[config.mk]
export PLATFORM = sky130hd
export DESIGN_NAME = stepper_microstep_positioner
export DESIGN_NICKNAME = d
export VERILOG_FILES = /design/src/hw/rtl/smp_pkg.sv /design/src/hw/rtl/stepper_microstep_positioner.sv /design/src/hw/rtl/smp_core.sv
export SDC_FILE = /design/constraint.sdc
export NUM_CORES = 1
export LEC_CHECK = 0
export BUFFER_PORTS_ARGS = -buffer_cell sky130_fd_sc_hd__buf_4
export CAP_MARGIN = 25
export CORE_UTILIZATION = 44
export DETAILED_ROUTE_END_ITERATION = 6
export PLACE_DENSITY = 0.67
export SYNTH_ARGS = -nofsm -noshare
export SYNTH_HDL_FRONTEND = slang
export SYNTH_SLANG_ARGS = --single-unit
[constraint.sdc]
create_clock -name clk -period 8.86 [get_ports clk]
set_input_delay 1.772 -clock clk [delete_from_list [all_inputs] [get_ports clk]]
set_output_delay 1.772 -clock clk [all_outputs]
set_load 0.005 [all_outputs]
[src/hw/rtl/smp_pkg.sv]
// Shared types and constants for the stepper microstep positioner.
`default_nettype none

package smp_pkg;

	localparam int FUNC_W    = 2;
	localparam int TARGET_W  = 29;
	localparam int POS_OUT_W = 32;
	localparam int MODE_W    = 3;

	// Command codes
	localparam logic [FUNC_W-1:0] FUNC_TICK  = 2'd0;
	localparam logic [FUNC_W-1:0] FUNC_MOVE  = 2'd1;
	localparam logic [FUNC_W-1:0] FUNC_CLEAR = 2'd2;

	// Microstep mode pin codes, bit 0 is mode pin one
	localparam logic [MODE_W-1:0] MODE_FULL    = 3'b000;
	localparam logic [MODE_W-1:0] MODE_HALF    = 3'b001;
	localparam logic [MODE_W-1:0] MODE_QUARTER = 3'b010;
	localparam logic [MODE_W-1:0] MODE_EIGHTH  = 3'b011;
	localparam logic [MODE_W-1:0] MODE_INIT    = 3'b001;

	typedef struct packed {
		logic                 busy;
		logic [POS_OUT_W-1:0] position;
		logic [MODE_W-1:0]    mode;
		logic                 dir;
		logic                 step;
	} smp_result_t;

endpackage

`default_nettype wire

[src/hw/rtl/stepper_microstep_positioner.sv]
// Top level: stream handshake, input register and result register around the core.
`default_nettype none

// Step/direction positioner with the position held in eighth steps. Each beat on
// the slave side carries a command in s_tuser (tick, move, clear) and a target in
// whole steps in s_tdata; every command gives exactly one result beat with the pin
// levels, the position and busy. One command is taken every clock cycle unless the master
// side stalls; its result beat is offered from the clock edge after the one that takes
// the command, later only while the master side stalls. The critical path is the tick
// path: one distance subtract, a compare against 8, 4 and 2, and one position add,
// all between the input register and the result register. Commands are applied in
// order, so a tick sees the state left by the command before it.
module stepper_microstep_positioner
	import smp_pkg::*;
#(
	parameter int POSITION_WIDTH = 32
) (
	input  wire logic        clk,
	input  wire logic        arst_n,
	input  wire logic        s_tvalid,
	output logic             s_tready,
	input  wire logic [31:0] s_tdata,  // [28:0] target_steps, [31:29] zero
	input  wire logic [1:0]  s_tuser,  // [1:0] func
	output logic             m_tvalid,
	input  wire logic        m_tready,
	output logic [39:0]      m_tdata   // [0] step_pin, [1] direction_pin,
	                                   // [2] mode_pin_one, [3] mode_pin_two,
	                                   // [4] mode_pin_three, [36:5] position,
	                                   // [37] busy_res, [39:38] zero
);

	logic                s1_valid_q;
	logic [FUNC_W-1:0]   func_s1;
	logic [TARGET_W-1:0] target_s1;
	logic                out_valid_q;
	smp_result_t         out_q;
	smp_result_t         core_result;
	logic                advance;
	logic                fire;

	assign advance  = !out_valid_q || m_tready;
	assign fire     = s1_valid_q && advance;
	assign s_tready = !s1_valid_q || advance;

	always_ff @(posedge clk or negedge arst_n) begin
		if (!arst_n) begin
			s1_valid_q <= 1'b0;
		end else if (s_tready) begin
			s1_valid_q <= s_tvalid;
		end
	end

	always_ff @(posedge clk) begin
		if (s_tready && s_tvalid) begin
			func_s1   <= s_tuser;
			target_s1 <= s_tdata[TARGET_W-1:0];
		end
	end

	smp_core #(
		.POSITION_WIDTH(POSITION_WIDTH)
	) u_core (
		.clk         (clk),
		.arst_n      (arst_n),
		.en          (fire),
		.func        (func_s1),
		.target_steps(target_s1),
		.result      (core_result)
	);

	always_ff @(posedge clk or negedge arst_n) begin
		if (!arst_n) begin
			out_valid_q <= 1'b0;
		end else if (advance) begin
			out_valid_q <= s1_valid_q;
		end
	end

	always_ff @(posedge clk) begin
		if (fire) begin
			out_q <= core_result;
		end
	end

	assign m_tvalid = out_valid_q;
	assign m_tdata  = {2'b00, out_q};

`ifndef SYNTHESIS
	a_s1_not_lost: assert property (@(posedge clk) disable iff (!arst_n)
		(s_tvalid && s_tready && s1_valid_q) |-> fire)
		else $error("held command overwritten before it was applied");

	a_result_follows_fire: assert property (@(posedge clk) disable iff (!arst_n)
		fire |=> out_valid_q)
		else $error("applied command gave no result beat");

	a_result_not_lost: assert property (@(posedge clk) disable iff (!arst_n)
		(out_valid_q && !m_tready) |=> (out_valid_q && $stable(out_q)))
		else $error("stalled result beat dropped or changed");
`endif

endmodule

`default_nettype wire

[src/hw/rtl/smp_core.sv]
// Positioner state and the combinational command/step update logic.
`default_nettype none

module smp_core
	import smp_pkg::*;
#(
	parameter int POSITION_WIDTH = 32
) (
	input  wire logic                clk,
	input  wire logic                arst_n,
	input  wire logic                en,
	input  wire logic [FUNC_W-1:0]   func,
	input  wire logic [TARGET_W-1:0] target_steps,
	output smp_result_t              result
);

	logic [POSITION_WIDTH-1:0] pos_q, pos_n;
	logic [POSITION_WIDTH-1:0] goal_q, goal_n;
	logic                      moving_q, moving_n;
	logic                      step_q, step_n;
	logic                      dir_q, dir_n;
	logic [MODE_W-1:0]         mode_q, mode_n;

	logic [POSITION_WIDTH-1:0] goal_new;
	logic [POSITION_WIDTH-1:0] span;
	logic [POSITION_WIDTH-1:0] size;
	logic [MODE_W-1:0]         mode_sel;
	logic [POSITION_WIDTH-1:0] pos_stepped;
	logic                      down;

	assign goal_new = POSITION_WIDTH'({target_steps, 3'b000});
	assign down     = pos_q > goal_q;
	assign span     = down ? (pos_q - goal_q) : (goal_q - pos_q);

	always_comb begin
		if (span[POSITION_WIDTH-1:1] == '0) begin
			size     = POSITION_WIDTH'(1);
			mode_sel = MODE_EIGHTH;
		end else if (span[POSITION_WIDTH-1:2] == '0) begin
			size     = POSITION_WIDTH'(2);
			mode_sel = MODE_QUARTER;
		end else if (span[POSITION_WIDTH-1:3] == '0) begin
			size     = POSITION_WIDTH'(4);
			mode_sel = MODE_HALF;
		end else begin
			size     = POSITION_WIDTH'(8);
			mode_sel = MODE_FULL;
		end
	end

	assign pos_stepped = down ? (pos_q - size) : (pos_q + size);

	always_comb begin
		pos_n    = pos_q;
		goal_n   = goal_q;
		moving_n = moving_q;
		step_n   = step_q;
		dir_n    = dir_q;
		mode_n   = mode_q;
		if (en) begin
			case (func)
				FUNC_TICK: begin
					if (moving_q && (pos_q != goal_q)) begin
						mode_n   = mode_sel;
						step_n   = ~step_q;
						pos_n    = pos_stepped;
						moving_n = pos_stepped != goal_q;
					end else begin
						moving_n = 1'b0;
					end
				end
				FUNC_MOVE: begin
					goal_n = goal_new;
					if (pos_q < goal_new) begin
						dir_n    = 1'b0;
						moving_n = 1'b1;
					end else if (pos_q > goal_new) begin
						dir_n    = 1'b1;
						moving_n = 1'b1;
					end else begin
						moving_n = 1'b0;
					end
				end
				FUNC_CLEAR: begin
					pos_n    = '0;
					moving_n = 1'b0;
				end
				default: ;
			endcase
		end
	end

	always_ff @(posedge clk or negedge arst_n) begin
		if (!arst_n) begin
			pos_q    <= '0;
			goal_q   <= '0;
			moving_q <= 1'b0;
			step_q   <= 1'b0;
			dir_q    <= 1'b1;
			mode_q   <= MODE_INIT;
		end else begin
			pos_q    <= pos_n;
			goal_q   <= goal_n;
			moving_q <= moving_n;
			step_q   <= step_n;
			dir_q    <= dir_n;
			mode_q   <= mode_n;
		end
	end

	assign result.step     = step_n;
	assign result.dir      = dir_n;
	assign result.mode     = mode_n;
	assign result.position = POS_OUT_W'(pos_n);
	assign result.busy     = moving_n;

`ifndef SYNTHESIS
	a_moving_not_arrived: assert property (@(posedge clk) disable iff (!arst_n)
		moving_q |-> (pos_q != goal_q))
		else $error("move active with position already at goal");

	a_no_overshoot: assert property (@(posedge clk) disable iff (!arst_n)
		moving_q |-> ((dir_q && (pos_q > goal_q)) || (!dir_q && (pos_q < goal_q))))
		else $error("position on wrong side of goal for direction");

	a_step_only_on_tick: assert property (@(posedge clk) disable iff (!arst_n)
		(step_q != $past(step_q)) |-> $past(en && (func == FUNC_TICK) && moving_q))
		else $error("step level changed without a tick during a move");

	a_mode_three_low: assert property (@(posedge clk) disable iff (!arst_n)
		(mode_q != $past(mode_q)) |-> !mode_q[2])
		else $error("mode pin three set by a step");
`endif

endmodule

`default_nettype wire
==> metrics.md <==
| Metric | Value |
|---|---|
| Die Wd | `161.4 µm` |
| Slew Viols, Final | `0` |
| Endpoint class of the critical path | `flop` |
| Row count | `57` |
| Setup violators final | `0` |
| WL/cell | `19.81 µm` |
| Total gr overflow | `0` |
| Synthesized area | `11180 µm²` |
| Req. time, crit path | `9.01 ns` |
| Gr usage total | `25.51%` |
| Max Root-Sink Buffers | `2` |
| Initial antenna violation count | `2` |
| CP Class | `flop to flop` |
| Drt drc | `0` |
| Multi-input combinational cell area | `6633 µm²` |
| Final Hold Fails | `0` |
| Slew HR | `36.59%` |
| Run status | `finished clean` |
| Xor/xnor cell area share of the yosys netlist | `7.462%` |
| Vias per inst | `5.847` |
| HP Class | `flop to flop` |
| Post-synthesis cell count | `1244` |
| F_max | `118.9 MHz` |
| P&R area growth vs syn | `13.73%` |
| Main combinational cell family by area after synthesis | `compound AO/OA/AOI/OAI gates` |
| Synth cell types | `84` |
| Post-synthesis compound-gate area fraction | `21.96%` |
| Clock slew at reported path FFs | `0.06 ns` |
| Vias in the first global route | `9288` |
| CTS Hold Bufs | `0` |
| Mean Syn Cell Area | `8.991 µm²` |
| Fin crit share | `94.96%` |
| FFs w/ async S/R, synth | `50.00%` |
| Initial DRT Pass Iterations | `5` |
| DRT antenna net count | `0` |
| Mux cell area share after synthesis | `1.443%` |
| Starting DRC count in detailed routing | `774` |
| Skew-Pair Late Insertion Delay | `0.43 ns` |
| Global-route wire length before repair | `50960 µm` |
| Flop2flop setup slack | `0.45 ns` |
| Post-layout min period | `8.413 ns` |
| Reg area | `3801 µm²` |
| Setup Skew | `0.01535 ns` |
| Sequential-to-total area share from yosys stat | `33.99%` |
| Final Power | `5.350 mW` |
| Root cell of the clock tree | `clkbuf_16` |
| Simple-Gate Fraction of Synth Area | `14.70%` |
| Core region area | `24600 µm²` |
| Initial core utilization | `45.46%` |
| Peak supply drop | `0.1358 mV` |
| Adder-cell share of the synthesized area | `13.67%` |
| PostCTS Resize Cnt | `0` |
| Post-CTS Setup Bufs | `0` |
| Maximum fanout along the worst path | `15` |
| Die Area | `26060 µm²` |
| Buffers & Inverters on Critical Path | `4` |
| Crit path launch type | `flop` |
| Max cap viols | `0` |
| Final #Nets | `1467` |
| DIE HEIGHT | `161.4 µm` |
| DP Wirelength | `25050 µm` |
| Data arrival, critical path | `8.56 ns` |
| IO Port Bufs | `74` |
| Top_reg_cell synth | `edfxtp_1` |
| Top-Level Pins | `80` |
| Diodes inserted | `0` |
| #FFs+latches synth | `138` |
| Largest net degree at the start of global routing | `70` |
| Setup TNS Final | `0 ns` |
| GP Congestion | `0.9212` |
| Vias | `9618` |
| Worst path max stage delay | `0.58 ns` |
| Worst Tran Pin Value | `0.9389 ns` |
| Cell Pwr Density | `420.6 nW/µm²` |
| Share of layout cells above drive strength 1 | `12.04%` |
| # clock sinks | `138` |
| P_leak | `5.803 nW` |
| Fill cells | `2314` |
| Crit-path slowest cell | `or4_1` |
| CTS Buf Count | `17` |
| H-tree depth | `4` |
| RSZ-0062 raised after global routing | `false` |
| Routed WL | `32580 µm` |
| CTS tree | `yes` |
| Delay-heaviest family, CP | `compound AO/OA/AOI/OAI gates` |
| EDFF count, synth | `69` |
| Warnings from Yosys | `0` |
-- power by group --
part	switching, mW	internal, mW
sequential	0.159	0.831
clock	0.292	0.500
combinational	2.16	1.41
total	2.61	2.74
-- synthesized netlist by cell type, types with 4 or more instances --
cell type,instances,area (µm²)
a211oi_1,12,90.09
a21o_1,33,247.7
a21oi_1,114,570.6
a221oi_1,5,43.79
a22o_1,19,166.4
a31oi_1,12,75.07
and2_1,8,50.05
and3_1,9,56.30
and4_1,5,43.79
buf_2,13,65.06
buf_4,13,97.59
clkbuf_1,30,112.6
dfrtp_1,67,1677
edfxtp_1,69,2072
ha_1,119,1489
inv_1,110,412.9
mux2i_1,15,150.1
nand2_1,128,480.5
nand2b_1,13,81.33
nand3_1,25,125.1
nand3b_1,4,30.03
nand4_1,26,162.7
nor2_1,53,198.9
nor2b_1,6,37.54
nor3_1,16,80.08
nor3b_1,5,37.54
nor4_1,8,50.05
o211ai_1,11,82.58
o21a_1,12,90.09
o21ai_0,87,435.4
o21bai_1,15,112.6
o221ai_1,5,43.79
o31ai_1,6,45.04
or3_1,8,50.05
xnor2_1,58,508.0
xnor3_1,4,90.09
xor2_1,27,236.5
-- area by class of cell --
class,instances,share of cell area [%]
well taps,324,3.187
clock inverters,12,1.564
clock buffers,20,3.433
repair buffers,104,6.512
multi-input cells,936,52.14
flip-flops and latches,138,29.88
inverters,111,3.276
-- through the flow --
step / hold WS [ns] / cell area, µm² / instances / setup slack (ns) / utilization (%)
after floorplan: 0.4403 / 11190 / 1245 / 1.873 / -
after global placement: 0.4590 / 12010 / 1610 / 0.7895 / 48.83
after detailed placement: 0.4610 / 12030 / 1611 / 0.6802 / 48.89
after CTS: 0.4694 / 12660 / 1643 / 0.6329 / 51.47
after global routing: 0.4806 / 12720 / 1645 / 0.1071 / 51.70
final: 0.4720 / 12720 / 1645 / 0.4467 / 51.70
-- worst paths after layout --
path	to	from	cells after the start
min reg2reg	u_core.step_q	u_core.step_q	1
min in group asynchronous	u_core.pos_q[26]	arst_n	1
max reg2reg	m_tdata[37]	u_core.goal_q[13]	29
max in group asynchronous	u_core.dir_q	arst_n	2
min	u_core.step_q	u_core.step_q	1
max	m_tdata[37]	u_core.goal_q[13]	29
-- routing by layer --
layer	global-route usage [%]	wire length, µm	vias to the layer above
met3	4.237	1853	49
met2	39.79	14680	310
met4	10.93	1178	0
li1	-	-	4620
met1	34.88	14860	4639
met5	0	0	-
-- placed cells by master, fill, tap and decap left out, types with 13 or more instances in the layout --
cell type / n
xor2_1: 27
dfrtp_1: 67
o21bai_1: 15
o21ai_0: 87
nand3_1: 25
a21o_1: 33
a21oi_1: 114
edfxtp_1: 69
inv_1: 109
nor2_1: 53
nand2b_1: 13
xnor2_1: 58
nor3_1: 16
a22o_1: 19
clkbuf_16: 17
buf_4: 101
nand2_1: 128
ha_1: 119
nand4_1: 26
mux2i_1: 15
-- sequential cells by signal, summed over array words and instances, names as in the netlist --
signal / count
s1_valid_q: 1
u_core.step_q: 1
u_core.mode_q: 3
u_core.goal_q: 29
u_core.moving_q: 1
m_tdata: 38
func_s1: 2
target_s1: 29
u_core.dir_q: 1
u_core.pos_q: 32
m_tvalid: 1
-- kinds of logic after synthesis --
kind of cell	Yosys count
compound gates	378
xor+xnor	89
fa+ha+maj	121
buf+inv	171
flops	138
mux	16
other cells	1
simple gates	330
Note: power is estimated with default switching activity, not from simulation.
